### src/design/circular_queue_with_search_unit_defines.svh
// assertion macros for the circular queue with search unit
// expects clk_i and rst_ni in the scope that uses them
`ifndef CIRCULAR_QUEUE_WITH_SEARCH_UNIT_DEFINES_SVH
`define CIRCULAR_QUEUE_WITH_SEARCH_UNIT_DEFINES_SVH
`ifndef NO_ASSERTIONS
`define CQS_ASSERT(lbl, prop) \
  lbl: assert property (@(posedge clk_i) disable iff (!rst_ni) (prop)) \
    else $error("cqs assertion failed");
`define CQS_ASSERT_IMPL(lbl, ante, cons) \
  lbl: assert property (@(posedge clk_i) disable iff (!rst_ni) (ante) |-> (cons)) \
    else $error("cqs assertion failed");
`define CQS_ASSERT_NEXT(lbl, ante, cons) \
  lbl: assert property (@(posedge clk_i) disable iff (!rst_ni) (ante) |=> (cons)) \
    else $error("cqs assertion failed");
`else
`define CQS_ASSERT(lbl, prop)
`define CQS_ASSERT_IMPL(lbl, ante, cons)
`define CQS_ASSERT_NEXT(lbl, ante, cons)
`endif
`endif

### src/design/cqs_pkg.sv
// types and constants shared by the circular queue with search unit
// no dependencies
package cqs_pkg;

  localparam int DATA_W = 32;
  localparam int CAP_W  = 5;
  localparam int OP_W   = 2;
  localparam int ST_W   = 2;

  localparam logic [CAP_W-1:0] CAP_RESET = 5'd16;

  localparam logic [OP_W-1:0] OP_PUSH   = 2'd0;
  localparam logic [OP_W-1:0] OP_POP    = 2'd1;
  localparam logic [OP_W-1:0] OP_SEARCH = 2'd2;

  typedef enum logic [ST_W-1:0] {
    ST_OK    = 2'd0,
    ST_FULL  = 2'd1,
    ST_EMPTY = 2'd2
  } cqs_status_e;

  typedef enum logic [1:0] {
    S_IDLE,
    S_CMP,
    S_RED
  } cqs_state_e;

  // command broadcast to every cell
  typedef struct packed {
    logic accept;
    logic push;
    logic pop;
    logic search;
    logic clear;
  } cqs_cmd_t;

endpackage

### src/design/cqs_ifs.sv
// valid/ready channel interfaces: input items, result items, capacity writes
// depends on cqs_pkg
interface cqs_in_if;
  logic                              valid;
  logic                              ready;
  logic [cqs_pkg::OP_W-1:0]          operation;
  logic signed [cqs_pkg::DATA_W-1:0] value;
  modport source (output valid, output operation, output value, input ready);
  modport sink (input valid, input operation, input value, output ready);
endinterface

interface cqs_out_if;
  logic                              valid;
  logic                              ready;
  logic [cqs_pkg::ST_W-1:0]          status;
  logic                              found;
  logic signed [cqs_pkg::DATA_W-1:0] head_value;
  logic signed [cqs_pkg::DATA_W-1:0] tail_value;
  logic [cqs_pkg::CAP_W-1:0]         count;
  modport source (output valid, output status, output found, output head_value,
                  output tail_value, output count, input ready);
  modport sink (input valid, input status, input found, input head_value,
                input tail_value, input count, output ready);
endinterface

interface cqs_cfg_if;
  logic                       valid;
  logic                       ready;
  logic [cqs_pkg::CAP_W-1:0]  data;
  modport source (output valid, output data, input ready);
  modport sink (input valid, input data, output ready);
endinterface

### src/design/cqs_cell.sv
// one queue slot: holds a word and its valid flag, shifts toward the head on pop
// depends on cqs_pkg
module cqs_cell #(
  parameter int IDX = 0,
  parameter int CW  = 5
) (
  input  logic                       clk_i,
  input  logic                       rst_ni,
  input  cqs_pkg::cqs_cmd_t          cmd_i,
  input  logic [CW-1:0]              count_i,
  input  logic [cqs_pkg::DATA_W-1:0] value_i,
  input  logic [cqs_pkg::DATA_W-1:0] nxt_data_i,
  input  logic                       nxt_valid_i,
  output logic [cqs_pkg::DATA_W-1:0] data_o,
  output logic                       valid_o,
  output logic                       hit_o
);

  logic [cqs_pkg::DATA_W-1:0] data_q, data_d;
  logic                       valid_q, valid_d;
  logic                       hit_q, hit_d;
  logic                       wr_here;

  assign wr_here = cmd_i.push && (count_i == CW'(IDX));

  always_comb begin
    data_d  = data_q;
    valid_d = valid_q;
    hit_d   = hit_q;
    if (cmd_i.clear) begin
      valid_d = 1'b0;
    end else if (cmd_i.pop) begin
      data_d  = nxt_data_i;
      valid_d = nxt_valid_i;
    end else if (wr_here) begin
      data_d  = value_i;
      valid_d = 1'b1;
    end
    // compare against the contents before this beat
    if (cmd_i.accept) begin
      hit_d = cmd_i.search && valid_q && (data_q == value_i);
    end
  end

  always_ff @(posedge clk_i or negedge rst_ni) begin
    if (!rst_ni) begin
      valid_q <= 1'b0;
      hit_q   <= 1'b0;
    end else begin
      valid_q <= valid_d;
      hit_q   <= hit_d;
    end
  end

  always_ff @(posedge clk_i) begin
    data_q <= data_d;
  end

  assign data_o  = data_q;
  assign valid_o = valid_q;
  assign hit_o   = hit_q;

endmodule

### src/design/cqs_reduce.sv
// two-level or tree over the cell hit flags, first level registered
// no dependencies
module cqs_reduce #(
  parameter int N = 16
) (
  input  logic         clk_i,
  input  logic [N-1:0] hit_i,
  output logic         any_o
);

  localparam int G  = 16;
  localparam int NG = (N + G - 1) / G;

  logic [NG*G-1:0] hit_pad;
  logic [NG-1:0]   grp_d, grp_q;

  assign hit_pad = (NG*G)'(hit_i);

  always_comb begin
    for (int g = 0; g < NG; g++) begin
      grp_d[g] = |hit_pad[g*G +: G];
    end
  end

  always_ff @(posedge clk_i) begin
    grp_q <= grp_d;
  end

  assign any_o = |grp_q;

endmodule

### src/design/circular_queue_with_search_unit.sv
// circular queue with search: input passes cell hit, group or and output registers
// one item at a time: cell compare, registered group or, final or into output
// a finished result waits in the output register while the next item runs
// reset: queue empty, capacity 16, no clearing pass
// depends on cqs_pkg, cqs_ifs, cqs_cell, cqs_reduce and the defines header
`include "circular_queue_with_search_unit_defines.svh"
module circular_queue_with_search_unit #(
  parameter int DEPTH = 16
) (
  input  logic        clk_i,
  input  logic        rst_ni,
  cqs_cfg_if.sink     cfg_i,
  cqs_in_if.sink      in_i,
  cqs_out_if.source   out_o
);

  localparam int CW = $clog2(DEPTH + 1);
  localparam int XW = (CW > cqs_pkg::CAP_W) ? CW : cqs_pkg::CAP_W;

  cqs_pkg::cqs_state_e state_q, state_d;

  logic [cqs_pkg::CAP_W-1:0]  cap_q;
  logic [XW-1:0]              cap_x;
  logic [CW-1:0]              cap_eff;
  logic [CW-1:0]              count_q, count_d;
  logic [cqs_pkg::DATA_W-1:0] tail_q, tail_d;
  logic [cqs_pkg::ST_W-1:0]   status_q, status_d;
  logic [cqs_pkg::OP_W-1:0]   op_q;

  logic                       accept, cfg_wr, full, empty, out_load, any_hit;
  cqs_pkg::cqs_cmd_t          cmd;

  logic [cqs_pkg::DATA_W-1:0] cell_data [DEPTH];
  logic [DEPTH-1:0]           cell_valid;
  logic [DEPTH-1:0]           cell_hit;

  logic                       ov_q;
  logic [cqs_pkg::ST_W-1:0]   o_status_q;
  logic                       o_found_q;
  logic [cqs_pkg::DATA_W-1:0] o_head_q, o_tail_q;
  logic [cqs_pkg::CAP_W-1:0]  o_count_q;

  // capacity clamped to 1..DEPTH
  assign cap_x = XW'(cap_q);
  always_comb begin
    if (cap_x == '0) begin
      cap_eff = CW'(1);
    end else if (cap_x > XW'(DEPTH)) begin
      cap_eff = CW'(DEPTH);
    end else begin
      cap_eff = cap_x[CW-1:0];
    end
  end

  assign cfg_i.ready = 1'b1;
  assign cfg_wr      = cfg_i.valid && cfg_i.ready;
  assign in_i.ready  = (state_q == cqs_pkg::S_IDLE);
  assign accept      = in_i.valid && in_i.ready;
  assign full        = (count_q >= cap_eff);
  assign empty       = (count_q == '0);

  always_comb begin
    cmd        = '0;
    cmd.accept = accept;
    cmd.clear  = cfg_wr;
    cmd.push   = accept && (in_i.operation == cqs_pkg::OP_PUSH) && !full;
    cmd.pop    = accept && (in_i.operation == cqs_pkg::OP_POP) && !empty;
    cmd.search = accept && (in_i.operation == cqs_pkg::OP_SEARCH);
  end

  always_comb begin
    status_d = cqs_pkg::ST_OK;
    if (in_i.operation == cqs_pkg::OP_PUSH && full) begin
      status_d = cqs_pkg::ST_FULL;
    end else if (in_i.operation == cqs_pkg::OP_POP && empty) begin
      status_d = cqs_pkg::ST_EMPTY;
    end
  end

  always_comb begin
    count_d = count_q;
    tail_d  = tail_q;
    if (cmd.clear) begin
      count_d = '0;
    end else if (cmd.push) begin
      count_d = count_q + CW'(1);
      tail_d  = in_i.value;
    end else if (cmd.pop) begin
      count_d = count_q - CW'(1);
    end
  end

  // row of cells, cell 0 is the head
  for (genvar i = 0; i < DEPTH; i++) begin : g_cell
    logic [cqs_pkg::DATA_W-1:0] nxt_data;
    logic                       nxt_valid;
    if (i == DEPTH - 1) begin : g_last
      assign nxt_data  = '0;
      assign nxt_valid = 1'b0;
    end else begin : g_mid
      assign nxt_data  = cell_data[i+1];
      assign nxt_valid = cell_valid[i+1];
    end
    cqs_cell #(
      .IDX (i),
      .CW  (CW)
    ) u_cell (
      .clk_i       (clk_i),
      .rst_ni      (rst_ni),
      .cmd_i       (cmd),
      .count_i     (count_q),
      .value_i     (in_i.value),
      .nxt_data_i  (nxt_data),
      .nxt_valid_i (nxt_valid),
      .data_o      (cell_data[i]),
      .valid_o     (cell_valid[i]),
      .hit_o       (cell_hit[i])
    );
  end

  cqs_reduce #(
    .N (DEPTH)
  ) u_reduce (
    .clk_i (clk_i),
    .hit_i (cell_hit),
    .any_o (any_hit)
  );

  // next state
  always_comb begin
    state_d = state_q;
    unique case (state_q)
      cqs_pkg::S_IDLE: if (accept) state_d = cqs_pkg::S_CMP;
      cqs_pkg::S_CMP:  state_d = cqs_pkg::S_RED;
      cqs_pkg::S_RED:  if (out_load) state_d = cqs_pkg::S_IDLE;
      default:         state_d = cqs_pkg::S_IDLE;
    endcase
  end

  // outputs of the sequencer
  always_comb begin
    out_load = 1'b0;
    unique case (state_q)
      cqs_pkg::S_RED: out_load = !ov_q || out_o.ready;
      default:        out_load = 1'b0;
    endcase
  end

  always_ff @(posedge clk_i or negedge rst_ni) begin
    if (!rst_ni) begin
      state_q <= cqs_pkg::S_IDLE;
      cap_q   <= cqs_pkg::CAP_RESET;
      count_q <= '0;
      ov_q    <= 1'b0;
    end else begin
      state_q <= state_d;
      count_q <= count_d;
      if (cfg_wr) begin
        cap_q <= cfg_i.data;
      end
      if (out_load) begin
        ov_q <= 1'b1;
      end else if (out_o.ready) begin
        ov_q <= 1'b0;
      end
    end
  end

  always_ff @(posedge clk_i) begin
    tail_q <= tail_d;
    if (accept) begin
      status_q <= status_d;
      op_q     <= in_i.operation;
    end
    if (out_load) begin
      o_status_q <= status_q;
      o_found_q  <= (op_q == cqs_pkg::OP_SEARCH) && any_hit;
      o_head_q   <= empty ? '0 : cell_data[0];
      o_tail_q   <= empty ? '0 : tail_q;
      o_count_q  <= cqs_pkg::CAP_W'(count_q);
    end
  end

  assign out_o.valid      = ov_q;
  assign out_o.status     = o_status_q;
  assign out_o.found      = o_found_q;
  assign out_o.head_value = o_head_q;
  assign out_o.tail_value = o_tail_q;
  assign out_o.count      = o_count_q;

  `CQS_ASSERT(a_count_le_cap, count_q <= cap_eff)
  `CQS_ASSERT(a_valid_matches_count, $countones(cell_valid) == 32'(count_q))
  `CQS_ASSERT_NEXT(a_push_grows, cmd.push && !cmd.clear, count_q == $past(count_q) + CW'(1))
  `CQS_ASSERT_IMPL(a_found_is_ok, ov_q && o_found_q, o_status_q == cqs_pkg::ST_OK)
  `CQS_ASSERT_IMPL(a_empty_zero, ov_q && o_count_q == '0, o_head_q == '0 && o_tail_q == '0)

endmodule

### src/flat_wrapper.sv
// flat-port wrapper written by rule: the top's interface ports become plain ports
module circular_queue_with_search_unit_flat 
#(
  parameter int DEPTH = 16
)
  (clk_i, rst_ni, cfg_i_valid, cfg_i_data, cfg_i_ready, in_i_valid, in_i_operation, in_i_value, in_i_ready, out_o_valid, out_o_status, out_o_found, out_o_head_value, out_o_tail_value, out_o_count, out_o_ready);
  cqs_cfg_if cfg_i_i ();
  cqs_in_if in_i_i ();
  cqs_out_if out_o_i ();
  input  logic clk_i;
  input  logic rst_ni;
  input wire logic [$bits(cfg_i_i.valid)-1:0] cfg_i_valid;
  input wire logic [$bits(cfg_i_i.data)-1:0] cfg_i_data;
  output wire logic [$bits(cfg_i_i.ready)-1:0] cfg_i_ready;
  input wire logic [$bits(in_i_i.valid)-1:0] in_i_valid;
  input wire logic [$bits(in_i_i.operation)-1:0] in_i_operation;
  input wire logic [$bits(in_i_i.value)-1:0] in_i_value;
  output wire logic [$bits(in_i_i.ready)-1:0] in_i_ready;
  output wire logic [$bits(out_o_i.valid)-1:0] out_o_valid;
  output wire logic [$bits(out_o_i.status)-1:0] out_o_status;
  output wire logic [$bits(out_o_i.found)-1:0] out_o_found;
  output wire logic [$bits(out_o_i.head_value)-1:0] out_o_head_value;
  output wire logic [$bits(out_o_i.tail_value)-1:0] out_o_tail_value;
  output wire logic [$bits(out_o_i.count)-1:0] out_o_count;
  input wire logic [$bits(out_o_i.ready)-1:0] out_o_ready;
  assign cfg_i_i.valid = cfg_i_valid;
  assign cfg_i_i.data = cfg_i_data;
  assign cfg_i_ready = cfg_i_i.ready;
  assign in_i_i.valid = in_i_valid;
  assign in_i_i.operation = in_i_operation;
  assign in_i_i.value = in_i_value;
  assign in_i_ready = in_i_i.ready;
  assign out_o_valid = out_o_i.valid;
  assign out_o_status = out_o_i.status;
  assign out_o_found = out_o_i.found;
  assign out_o_head_value = out_o_i.head_value;
  assign out_o_tail_value = out_o_i.tail_value;
  assign out_o_count = out_o_i.count;
  assign out_o_i.ready = out_o_ready;
  circular_queue_with_search_unit #(.DEPTH(DEPTH)) u_core (.clk_i(clk_i), .rst_ni(rst_ni), .cfg_i(cfg_i_i), .in_i(in_i_i), .out_o(out_o_i));
endmodule
### config.mk
export PLATFORM = sky130hd
export DESIGN_NAME = circular_queue_with_search_unit_flat
export DESIGN_NICKNAME = d
export VERILOG_FILES = /design/src/design/cqs_pkg.sv /design/src/design/cqs_ifs.sv /design/src/design/cqs_cell.sv /design/src/design/cqs_reduce.sv /design/src/design/circular_queue_with_search_unit.sv /design/src/flat_wrapper.sv
export VERILOG_INCLUDE_DIRS = /design/src /design/src/design
export SDC_FILE = /design/constraint.sdc
export NUM_CORES = 1
export LEC_CHECK = 0
export BUFFER_PORTS_ARGS = -buffer_cell sky130_fd_sc_hd__buf_4
export CAP_MARGIN = 20
export CELL_PAD_IN_SITES_DETAIL_PLACEMENT = 2
export CELL_PAD_IN_SITES_GLOBAL_PLACEMENT = 2
export CORE_MARGIN = 10
export CORE_UTILIZATION = 35
export CTS_BUF_LIST = sky130_fd_sc_hd__clkbuf_2 sky130_fd_sc_hd__clkbuf_4 sky130_fd_sc_hd__clkbuf_8
export DETAILED_ROUTE_END_ITERATION = 16
export GPL_ROUTABILITY_DRIVEN = 0
export PLACE_DENSITY = 0.63
export SETUP_SLACK_MARGIN = 0.2
export SYNTH_ARGS = -nofsm -noshare
export SYNTH_HDL_FRONTEND = slang
export SYNTH_SLANG_ARGS = --single-unit
export TNS_END_PERCENT = 20
### constraint.sdc
create_clock -name clk_i -period 5.3 [get_ports clk_i]
set_input_delay 1.06 -clock clk_i [delete_from_list [all_inputs] [get_ports clk_i]]
set_output_delay 1.06 -clock clk_i [all_outputs]
set_load 0.02 [all_outputs]
==> results.cfg <==
[clocking]
root_buffer = clkbuf_8
cts_tree = done
cts.sinks = 666
cts_hold_buf = 0
cts_setup_buffers = 0
cts_buffer_depth = 3
cts-buffers-inserted = 120
htreeDepth = 3
cts-resized-gates = 0
insertion_delay_ps = 780
path_clk_slew_ps = 70

[floorplan]
io_pins = 119
initial_core_util = 0.3519
core_area_um2 = 89870
die-area_um2 = 102800
num_rows = 110
die_h_um = 320.6
die_w_um = 320.6

[logic_synthesis]
ys_top_cells_by_area = edfxtp_1 (59%), xor2_1 (13%), a21o_1 (11%), dfrtp_1 (3.5%), nor4_1 (2.3%)
synth.distinct_cells = 42
syn_inst = 2338
ys_seq_area_frac = 0.6250
synth-edff-count = 620
synth_top_cell_by_area = edfxtp_1
yosys_most_used_dff = edfxtp_1
async_flop_share = 0.06757
ys_ff_latch = 666
yosys_warnings = 0
syn_nets = 2393
avgSynthCellArea_um2 = 13.53
synth_top_cell_area_share = 0.5887
syn_area_um2 = 31630

[grt]
globalRoute.totalOverflow = 0
antenna_found_initial = 13
grt_max_degree = 116
grt_pass1_wl_um = 174300
grt_usage = 0.2375
grt_pass1_vias = 22350

[critical_path]
r2r_setup_slack_ps = 1640
cp_max_fo = 109
arrival_ps = 4260
startpoint_type = register
endpoint_kind = register
slowest_stage = nor3_2
slowest_delay_ps = 580
worstSetupPathType = reg -> reg
crit_path_frequent_cell = buf_12
required_ps = 5900
worstPathCellList = inv_1 -> ha_1 -> nor4b_4 -> buf_4 -> nor3_2 -> buf_12 -> buf_12 -> a21o_1

[run]
max_cap_viol_count = 0

[timing]
setup_viol_count_final = 0
slew_viol_final = 0
period_share = 0.6901
worstMarginPinSlew_ps = 961.4
hold_viol = 0
rsz0062_at_grt = no
skew_ps = 53.18
max_freq_ghz = 0.2734
setup-tns-final_ps = 0
period_needed_ps = 3657
finalWorstSetupSlack_ps = 1643
relSlewSlack = 0.3591

[detailed_routing]
vias_per_cell = 5.543
drc = 0
ant_nets = 0
finalWirelength_um = 124400
wl_per_cell_um = 33.60
drt_pass1_iterations = 5
via_count = 20530
first_iter_violations = 1941

[placement]
port-buffer-count = 117
pre_cts_ws_ps = 1408
hpwl_um = 79370

[layout]
final_nets = 2476
area_growth_pct = 14.57
drive_gt1_frac = 0.1644
final_util = 0.4032
multi_input_area_um2 = 11140
final_common_cell = edfxtp_1
nFillCells = 8918
seqCellArea_um2 = 19770
mostFrequentLayoutCells = edfxtp_1 (620), xor2_1 (485), a21o_1 (480)

[pwr]
powerDensity_nw_per_um2 = 364.0
irDropWorstVdd_mv = 0.2017
power.leakage_nw = 14.72

[run_status]
status = completed

[worst_hold_path]
hp-class = in -> async
-- per-layer routing --
metal	routed length, um	GRT usage	vias to the layer above
li1	-	-	8698
met1	51400	0.2993	10930
met2	62280	0.4156	701
met3	7148	0.03665	203
met4	3606	0.07001	0
met5	0	0	-
-- power by group --
group          total [mW]  internal, mW  switching [mW]  leakage, nW
combinational        1.98         0.637            1.34         7.19
sequential           6.28          6.13           0.146         6.24
clock                4.93          2.59            2.34         1.29
-- metrics by stage --
stage	area, um2	hold WS, ps	total power [mW]	std cells
after global routing	36230	334.8	13.67	3702
after CTS	36200	316.9	13.31	3700
after floorplan	31630	400.3	7.494	2338
after global placement	33720	417.3	8.311	3471
final	36230	327.9	13.19	3704
after detailed placement	33800	417.0	8.375	3474
-- worst max-delay path: cells and delay by family, from the launching register on --
kind,cells,cell delay (ps)
buf+inv,4,1460
simple gates,2,770
flops,1,510
fa+ha+maj,1,360
compound gates,1,210
-- synthesized netlist by cell type, types with 14 or more instances --
cell,n
nor2b_1,70
a21o_1,480
dfrtp_1,44
nand3_1,30
xor2_1,485
nor3_1,27
xnor2_1,27
a311oi_1,14
nor2_1,26
inv_1,16
buf_2,41
nand2_1,23
and2_1,29
a21oi_1,23
nor4_1,115
edfxtp_1,620
o31ai_1,15
nand4_1,36
clkbuf_1,154
-- kinds of logic after synthesis --
family          share of synthesized area
xor+xnor                           0.1418
fa+ha+maj                        0.004352
buf+inv                           0.02975
simple gates                      0.06924
other cells                     0.0001186
mux                              0.002136
compound gates                     0.1276
flops                              0.6250
-- sequential cells by signal (all words and copies together), names as in the netlist, 2 cells and up --
register	cells
u_core.status_q	2
u_core.g_cell.u_cell.valid_o	16
u_core.state_q	2
u_core.tail_q	32
u_core.cap_q	5
u_core.count_q	5
u_core.op_q	2
u_core.g_cell.u_cell.hit_o	16
u_core.out_o.tail_value	32
u_core.g_cell.u_cell.data_o	512
u_core.out_o.count	5
u_core.out_o.status	2
u_core.out_o.head_value	32
-- layout make-up --
| cell class | count | share of cell area |
|---|---|---|
| antenna | 3 | 0.0002072 |
| clock buffer | 172 | 0.05877 |
| clock inverter | 54 | 0.007528 |
| inverter | 16 | 0.001658 |
| multi-input combinational | 1448 | 0.3073 |
| sequential | 666 | 0.5455 |
| tap | 1176 | 0.04061 |
| timing repair buffer | 169 | 0.03840 |
-- final timing paths --
kind,startpoint,end,cells past startpoint
setup / recovery,u_core.count_q[0],u_core.g_cell[8].u_cell.data_o[13],8
hold / removal,rst_ni,u_core.g_cell[15].u_cell.hit_o,1
setup reg to reg,u_core.count_q[0],u_core.g_cell[8].u_cell.data_o[13],8
hold reg to reg,u_core.status_q[0],u_core.out_o.status[0],0
max in group asynchronous,rst_ni,u_core.g_cell[9].u_cell.hit_o,1
min in group clk_i,u_core.status_q[0],u_core.out_o.status[0],0
No activity file was read; power rests on OpenSTA's default activity.
